## src/design/yuvrgb_pkg.sv

```systemverilog
// Shared types, coefficients and helpers for the YUV 4:2:0 block to RGB24 converter.
// No dependencies.
package yuvrgb_pkg;

    localparam int SAMPLE_W = 8;
    localparam int OFF_W    = 9;   // sample minus its bias, signed
    localparam int COEF_W   = 19;  // largest coefficient needs 18 bits plus sign
    localparam int SUM_W    = 28;  // widest product or sum, signed
    localparam int FRAC_W   = 16;
    localparam int PIX_W    = 3 * SAMPLE_W;

    // BT.601, 16.16 fixed point
    localparam logic signed [COEF_W-1:0] LUMA_GAIN   = 19'sd76309;
    localparam logic signed [COEF_W-1:0] CR_TO_RED   = 19'sd104597;
    localparam logic signed [COEF_W-1:0] CB_TO_BLUE  = 19'sd132201;
    localparam logic signed [COEF_W-1:0] CB_TO_GREEN = 19'sd25675;
    localparam logic signed [COEF_W-1:0] CR_TO_GREEN = 19'sd53279;
    localparam logic signed [OFF_W-1:0]  LUMA_BASE   = 9'sd16;
    localparam logic signed [OFF_W-1:0]  CHROMA_MID  = 9'sd128;

    typedef logic signed [OFF_W-1:0] off_t;
    typedef logic signed [SUM_W-1:0] sum_t;
    typedef logic [SAMPLE_W-1:0]     sample_t;

    // load enables of the four pipeline stages
    typedef struct packed {
        logic s1;
        logic s2;
        logic s3;
        logic s4;
    } stage_en_t;

    function automatic off_t remove_bias(input sample_t x, input off_t bias);
        off_t ext;
        ext = $signed({1'b0, x});
        return ext - bias;
    endfunction

    function automatic sum_t mul_coef(input off_t x, input logic signed [COEF_W-1:0] c);
        sum_t xe;
        sum_t ce;
        xe = SUM_W'(x);
        ce = SUM_W'(c);
        return xe * ce;
    endfunction

    // floor shift by the fraction width, then limit to 0..255
    function automatic sample_t clamp_shift(input sum_t s);
        sample_t q;
        if (s[SUM_W-1]) begin
            q = '0;
        end else if (|s[SUM_W-2:FRAC_W+SAMPLE_W]) begin
            q = '1;
        end else begin
            q = s[FRAC_W+SAMPLE_W-1:FRAC_W];
        end
        return q;
    endfunction

endpackage

```

## src/design/yuv420_block_to_rgb24_fixed_unit.sv

```systemverilog
// Top level of the YUV 4:2:0 2x2 block to RGB24 converter (BT.601, 16.16 fixed point).
// Depends on yuvrgb_pkg and yuvrgb_pixel.
//
//  port group   dir  payload
//  s_*          in   one 2x2 block: four luma samples, shared U and V
//  m_*          out  four RGB24 pixels of that block
//
// Four stages: bias removal, constant multiplies, sums, shift and clamp.
// One item per cycle while m_tready holds; an accepted item passes the stage 1 to 4
// registers in order, and m_tvalid rises when it reaches stage 4.
// Each stage loads when it is empty or the next one moves, so bubbles close up
// during an output stall and nothing is lost or repeated.
// Reset clears only the stage valid bits.
module yuv420_block_to_rgb24_fixed_unit import yuvrgb_pkg::*; (
    input  logic        aclk,
    input  logic        aresetn,
    input  logic        s_tvalid,
    output logic        s_tready,
    // luma_top_left, luma_top_right, luma_bottom_left, luma_bottom_right,
    // chroma_blue, chroma_red (8 bits each)
    input  logic [47:0] s_tdata,
    output logic        m_tvalid,
    input  logic        m_tready,
    // red, green, blue of top_left, top_right, bottom_left, bottom_right (8 bits each)
    output logic [95:0] m_tdata
);

    localparam int NUM_PIX = 4;

    logic      v1_reg, v2_reg, v3_reg, v4_reg;
    logic      v1_next, v2_next, v3_next, v4_next;
    logic      rdy1, rdy2, rdy3, rdy4;
    stage_en_t en;

    off_t y_off_reg [NUM_PIX];
    off_t u_off_reg;
    off_t v_off_reg;
    sum_t cr_reg, cb_reg, gu_reg, gv_reg;

    assign rdy4 = !v4_reg || m_tready;
    assign rdy3 = !v3_reg || rdy4;
    assign rdy2 = !v2_reg || rdy3;
    assign rdy1 = !v1_reg || rdy2;

    always_comb begin
        en.s1 = rdy1;
        en.s2 = rdy2;
        en.s3 = rdy3;
        en.s4 = rdy4;
        v1_next = rdy1 ? s_tvalid : v1_reg;
        v2_next = rdy2 ? v1_reg   : v2_reg;
        v3_next = rdy3 ? v2_reg   : v3_reg;
        v4_next = rdy4 ? v3_reg   : v4_reg;
    end

    always_ff @(posedge aclk) begin
        if (!aresetn) begin
            v1_reg <= 1'b0;
            v2_reg <= 1'b0;
            v3_reg <= 1'b0;
            v4_reg <= 1'b0;
        end else begin
            v1_reg <= v1_next;
            v2_reg <= v2_next;
            v3_reg <= v3_next;
            v4_reg <= v4_next;
        end
    end

    always_ff @(posedge aclk) begin
        if (en.s1) begin
            for (int k = 0; k < NUM_PIX; k++) begin
                y_off_reg[k] <= remove_bias(s_tdata[k*SAMPLE_W +: SAMPLE_W], LUMA_BASE);
            end
            u_off_reg <= remove_bias(s_tdata[4*SAMPLE_W +: SAMPLE_W], CHROMA_MID);
            v_off_reg <= remove_bias(s_tdata[5*SAMPLE_W +: SAMPLE_W], CHROMA_MID);
        end
        if (en.s2) begin
            cr_reg <= mul_coef(v_off_reg, CR_TO_RED);
            cb_reg <= mul_coef(u_off_reg, CB_TO_BLUE);
            gu_reg <= mul_coef(u_off_reg, CB_TO_GREEN);
            gv_reg <= mul_coef(v_off_reg, CR_TO_GREEN);
        end
    end

    for (genvar g = 0; g < NUM_PIX; g++) begin : g_pix
        yuvrgb_pixel u_pix (
            .aclk    (aclk),
            .en      (en),
            .y_off   (y_off_reg[g]),
            .cr_prod (cr_reg),
            .cb_prod (cb_reg),
            .gu_prod (gu_reg),
            .gv_prod (gv_reg),
            .rgb     (m_tdata[g*PIX_W +: PIX_W])
        );
    end

    assign s_tready = rdy1;
    assign m_tvalid = v4_reg;

    // reset empties the pipe
    a_reset_empty: assert property (@(posedge aclk) !aresetn |=> !m_tvalid && !v1_reg)
        else $error("pipeline not empty after reset");

    // a pipe that is not full always takes an item
    a_ready_when_room: assert property (@(posedge aclk) disable iff (!aresetn)
        !(v1_reg && v2_reg && v3_reg && v4_reg) |-> s_tready)
        else $error("input stalled with free stage");

    // an accepted item lands in stage 1
    a_accept_lands: assert property (@(posedge aclk) disable iff (!aresetn)
        s_tvalid && s_tready |=> v1_reg)
        else $error("accepted item lost at stage 1");

    // a draining output never backs up the input
    a_flow_through: assert property (@(posedge aclk) disable iff (!aresetn)
        m_tready |-> s_tready)
        else $error("input stalled while output drains");

    // a stalled result holds its value
    a_hold_out: assert property (@(posedge aclk) disable iff (!aresetn)
        m_tvalid && !m_tready |=> m_tvalid && $stable(m_tdata))
        else $error("output changed under stall");

endmodule

```

## src/design/yuvrgb_pixel.sv

```systemverilog
// One pixel lane: luma scaling, color sums and clamping across stages 2 to 4.
// Depends on yuvrgb_pkg; chroma products come from the top level.
module yuvrgb_pixel import yuvrgb_pkg::*; (
    input  logic      aclk,
    input  stage_en_t en,
    input  off_t      y_off,      // stage 1 register, luma minus 16
    input  sum_t      cr_prod,    // stage 2 registers
    input  sum_t      cb_prod,
    input  sum_t      gu_prod,
    input  sum_t      gv_prod,
    output logic [PIX_W-1:0] rgb  // red, green, blue from the lowest bit up
);

    sum_t ys_reg;
    sum_t r_sum_reg;
    sum_t g_sum_reg;
    sum_t b_sum_reg;
    logic [PIX_W-1:0] rgb_reg;

    always_ff @(posedge aclk) begin
        if (en.s2) begin
            ys_reg <= mul_coef(y_off, LUMA_GAIN);
        end
        if (en.s3) begin
            r_sum_reg <= ys_reg + cr_prod;
            g_sum_reg <= ys_reg - gu_prod - gv_prod;
            b_sum_reg <= ys_reg + cb_prod;
        end
        if (en.s4) begin
            rgb_reg <= {clamp_shift(b_sum_reg), clamp_shift(g_sum_reg), clamp_shift(r_sum_reg)};
        end
    end

    assign rgb = rgb_reg;

endmodule

```

## config.mk

```make
export PLATFORM = sky130hd
export DESIGN_NAME = yuv420_block_to_rgb24_fixed_unit
export DESIGN_NICKNAME = d
export VERILOG_FILES = /design/src/design/yuvrgb_pkg.sv /design/src/design/yuv420_block_to_rgb24_fixed_unit.sv /design/src/design/yuvrgb_pixel.sv
export SDC_FILE = /design/constraint.sdc
export NUM_CORES = 2
export LEC_CHECK = 0
export BUFFER_PORTS_ARGS = -buffer_cell sky130_fd_sc_hd__buf_2
export CAP_MARGIN = 20
export CORE_MARGIN = 10
export CORE_UTILIZATION = 30
export DETAILED_ROUTE_END_ITERATION = 6
export HOLD_SLACK_MARGIN = 0.06
export MAX_ROUTING_LAYER = met4
export PLACE_DENSITY = 0.4
export SKIP_CTS_REPAIR_TIMING = 1
export SYNTH_ARGS = -nofsm -noshare
export SYNTH_HDL_FRONTEND = slang
export SYNTH_HIERARCHICAL = 1
export SYNTH_SLANG_ARGS = --single-unit
```

## constraint.sdc

```tcl
create_clock -name aclk -period 16.4 [get_ports aclk]
set_input_delay 0.82 -clock aclk [delete_from_list [all_inputs] [get_ports aclk]]
set_output_delay 0.82 -clock aclk [all_outputs]
set_load 0.01 [all_outputs]
```

# --- Word level (Yosys, flattened, before mapping) ---
# Memories as Yosys holds them, arrays and structs flattened.
# Cells that the tools add are included.
totals:
  regBits: 678
  ram_bits: 36
  in_bits: 52
  output_inout_bits: 98
  n_memories: 1
classes:
  n_addsub: 22
  multipliers: 8
  n_mux: 14
  n_reduce_logical: 20
memory_table:
  columns: ["memory", "depth", "width", "read_ports", "rd_ports_with_merged_regs", "write_ports", "line_no", "rtl"]
  rows:
  - ["y_off_reg", 4, 9, 4, 0, 4, "yuv420_block_to_rgb24_fixed_unit.sv:35", "off_t y_off_reg [NUM_PIX];"]
ops:
  columns: ["operator", "n"]
  rows:
  - ["$add A28 B28 Y28", 8]
  - ["$sub A28 B28 Y28", 8]
  - ["$mul A9 B18 Y27 const B", 5]
  - ["$mux W8", 12]
  - ["$reduce_or A3 Y1", 12]
  - ["$sub A8 B5 Y9 const B", 4]
  - ["$mul A9 B19 Y28 const B", 1]
  - ["$mul A9 B17 Y26 const B", 1]
  - ["$mul A9 B16 Y25 const B", 1]
  - ["$sub A8 B8 Y9 const B", 2]
  - ["$logic_not A1 Y1", 4]
  - ["$logic_or A1 B1 Y1", 4]
  - ["$mux W1", 2]

# --- Longest topological paths before layout ---
depth:
  word_depth: 7
  depth_mapped: 18

# --- By module ---
# The synthesis kept the hierarchy.
by_module_without_submodules:
  columns: ["module", "instances", "cells_per_inst", "area_each_um2", "seq_area_each_um2"]
  rows:
  - ["yuvrgb_pixel (g_pix[2].u_pix ...)", 2, 824, 8599.5, 2612.5]
  - ["yuv420_block_to_rgb24_fixed_unit", 1, 1170, 13688.1, 4764.6]
  - ["yuvrgb_pixel (g_pix[1].u_pix)", 1, 835, 8599.5, 2612.5]
  - ["yuvrgb_pixel (g_pix[0].u_pix)", 1, 834, 8587.0, 2612.5]

# --- Worst setup path before layout ---
# OpenSTA, ideal clock, no wires.
synth_timing:
  kind: "input to register"
  startpoint: "in m_tready"
  endpoint: "reg cb_reg[0] (enable)"
  arrival_time_ns: 5.208
  required_time_ns: 15.836
  path_slack_ns: 10.628
  path_stages: 3
  path_cell_list: "nor2b_1 -> and3_1 -> inv_1"
synth_via:
  elab_chain_cells: 3
synth_rtl:
  columns: ["element", "line_no", "rtl"]
  rows:
  - ["start, declared", "yuv420_block_to_rgb24_fixed_unit.sv:23", "input logic m_tready,"]
  - ["$logic_or A1 B1 Y1", "yuv420_block_to_rgb24_fixed_unit.sv:40", "assign rdy4 = !v4_reg || m_tready;"]
  - ["$logic_or A1 B1 Y1", "yuv420_block_to_rgb24_fixed_unit.sv:41", "assign rdy3 = !v3_reg || rdy4;"]
  - ["$logic_or A1 B1 Y1", "yuv420_block_to_rgb24_fixed_unit.sv:42", "assign rdy2 = !v2_reg || rdy3;"]
  - ["via rdy2", "yuv420_block_to_rgb24_fixed_unit.sv:32", "logic rdy1, rdy2, rdy3, rdy4;"]
  - ["end signal, assigned", "yuv420_block_to_rgb24_fixed_unit.sv:80", "cb_reg <= mul_coef(u_off_reg, CB_TO_BLUE);"]
  - ["end, declared", "yuv420_block_to_rgb24_fixed_unit.sv:38", "sum_t cr_reg, cb_reg, gu_reg, gv_reg;"]
# The timed path passes the listed nets, and every way through them passes these cells.
# A chain may end at the register's enable or synchronous reset.

==> summary.md <==
| Metric | Value |
|---|---|
| DRC violations left | 0 |
| Clock latency on the worst-skew pair | 0.67 ns |
| Seq cells post-synth | 508 |
| Int Power | 0.00647 W |
| Logic pwr share | 61.4% |
| WS Path Type | flip-flop to flip-flop |
| Setup tns final | 0 ns |
| # Max-Cap Violations | 0 |
| Cell count after synthesis | 4487 |
| Syn nets | 5762 |
| Share of layout cells above drive strength 1 | 7.58% |
| Vias in the first global route | 33400 |
| Largest net degree at the start of global routing | 92 |
| Via count | 33000 |
| Clk slew on worst S/H paths | 0.06 ns |
| Clock tree buffer depth | 3 |
| Initial antenna violation count | 3 |
| Max reg flops | 108 |
| Setup Viol. Count Final | 0 |
| TritonCTS clock tree | yes |
| PnR worst setup slack | 11.24 ns |
| Area share of the largest cell type after synthesis | 31.5% |
| CP required | 16.78 ns |
| Ys Warns | 6 |
| Most frequent cells in the layout | ha_1, inv_1, edfxtp_1 |
| Nets | 5967 |
| Worst VDD drop | 0.000124 V |
| Post-synth EDFFs | 504 |
| Seq pwr share | 25.7% |
| First-pass GRT wire length | 217000 um |
| Vias per inst | 4.83 |
| Filler cell count | 16000 |
| Sw power | 0.00588 W |
| Avg Cell Area, Syn | 10.7 um^2 |
| Gr usage total | 17.0% |
| Ys async rst share | 0% |
| Leading area contributor after synthesis | edfxtp_1 |
| Worst Max-Slew Pin Slew | 1.23 ns |
| Worst EP arrival | 5.54 ns |
| Switching share of total power | 47.6% |
| Synth cell types | 93 |
| Die Wd | 420 um |
| Clock power share | 12.9% |
| Minimum clock period after layout | 5.16 ns |
| Hold WS | 0.328 ns |
| CTS Buf Count | 69 |
| Design area | 53800 um^2 |
| DRT iter0 DRCs | 1999 |
| Leakage power | 25.8 nW |
| Top FF cell, synth | edfxtp_1 |
| Drt total wl | 146000 um |
| I/O pin total | 150 |
| Status | finished, final reports clean |
| Commonest non-fill, non-tap cell in the layout | ha_1 |
| Site Rows | 146 |
| Congestion Overflow GR | 0 |
| Synth top area cells | edfxtp_1, ha_1, fa_1 |
| Die area | 177000 um^2 |
| Area grow syn2layout | 12.0% |
| Rel. slew slack | 17.5% |
| Initial Util | 30.3% |
| Root Buffer | clkbuf_16 |
| Final HPWL from detailed placement | 123000 um |
| PD cells | 230 nW/um^2 |
| Antenna viol nets, final | 0 |
| Chip Height | 420 um |
| GP Congestion | 0.867 |
| Critical Path Source Type | flip-flop |
| Final period utilization | 31.4% |
| RSZ-0062 raised after global routing | no |
| Hold Path Class | primary input to flip-flop |
| DRT Pass-1 Iters | 6 |
| Clock Sink Count | 508 |
| Fmax | 0.194 GHz |
| Max FO, Critical Path | 4 |
| Pre-CTS setup slack | 11.25 ns |
| Crit end category | flip-flop |
| Core area | 159000 um^2 |
| Sequential area share after synthesis | 31.6% |
| Final setup skew | 0.0364 ns |
| Slew Viols, Final | 0 |
| Mapped Area | 48100 um^2 |
| Post-DR wirelength/cell | 21.4 um |
| Cell Area, Placed | 51400 um^2 |
| Port Buffers | 149 |
| Hold Fails Final Rpt | 0 |
| H-Tree Level Count | 3 |
metrics by stage:
step | instances | util, % | total power, W
detailed placement | 6693 | 32.4 | 0.0107
global placement | 6693 | 32.4 | 0.0108
global route | 6819 | 33.9 | 0.0135
finish | 6822 | 33.9 | 0.0124
floorplan | 4487 | - | 0.00811
CTS | 6819 | 33.9 | 0.0125
cell usage after synthesis, drive strengths merged (40+ instances only):
library cell    n
nand2         142
nand3          60
o21bai         57
nor3           61
xnor2         187
ha            949
xor2           94
a21o          131
inv           670
o21a           44
a21oi         292
a211oi         40
edfxtp        504
fa            274
o21ai         148
nor2          358
final timing paths:
check,from,to,slack [ns],cells after the start
hold reg to reg,v2_reg$_SDFFE_PN0P_,v3_reg$_SDFFE_PN0P_,0.48,2
setup / recovery,y_off_reg[0][3]$_DFFE_PP_,g_pix[0].u_pix/ys_reg[26]$_DFFE_PP_,11.24,17
hold / removal,s_tdata[8],y_off_reg[1][0]$_DFFE_PP_,0.33,1
setup reg to reg,y_off_reg[0][3]$_DFFE_PP_,g_pix[0].u_pix/ys_reg[26]$_DFFE_PP_,11.24,17
metal layers:
| layer | wire, um | part of all wire, % | up-vias | GRT usage, % |
|---|---|---|---|---|
| met5 | 0 | 0 | - | - |
| met4 | 4570 | 3.1 | 0 | 4.96 |
| met3 | 7250 | 5.0 | 162 | 2.98 |
| met2 | 63500 | 43 | 655 | 25.6 |
| met1 | 70900 | 48 | 15800 | 23.3 |
| li1 | - | - | 16400 | - |
power by group through the flow:
stage          Clock, W  Sequential (W)  Combinational (W)
3_3_place_gp          0         0.00322            0.00755
2_1_floorplan         0         0.00272            0.00540
6_report        0.00159         0.00318            0.00759
5_1_grt         0.00170         0.00322            0.00860
3_5_place_dp          0         0.00322            0.00752
4_1_cts         0.00166         0.00320            0.00761
cell families (layout without fill, tap and decap cells):
kind of cell	count (synthesis)	after routing	synth area share (%)
AOI/OAI and AO/OA	936	936	13.5
xor gates and xnor gates	281	281	5.12
adders and majority gates	1223	1223	36.1
buffers and inverters	698	958	5.45
DFF	508	508	31.6
muxes	3	3	0.0625
other	0	3	0
and+or+nand+nor	838	838	8.12
cell type report:
| cell class | count | area (um^2) | share of cell area, % |
|---|---|---|---|
| antenna | 3 | 7.51 | 0.0139 |
| clock inverter | 41 | 518 | 0.962 |
| clock buffer | 85 | 1870 | 3.47 |
| multi-input combinational | 3281 | 30300 | 56.2 |
| timing repair buffer | 162 | 843 | 1.57 |
| sequential | 508 | 15200 | 28.3 |
| inverter | 670 | 2520 | 4.69 |
| tap | 2072 | 2590 | 4.82 |
critical path, stage by stage (launching register included):
cell	delay [ns]
edfxtp_1	0.48
ha_1	0.29
ha_1	0.32
ha_1	0.29
inv_1	0.05
fa_1	0.52
inv_1	0.05
ha_1	0.29
ha_1	0.24
fa_1	0.40
a21o_1	0.17
a21oi_1	0.28
o21ai_0	0.17
o2bb2ai_1	0.18
o31a_1	0.32
a221oi_2	0.37
nor4bb_1	0.09
or3_1	0.37
(Power assumes the default switching activity.)
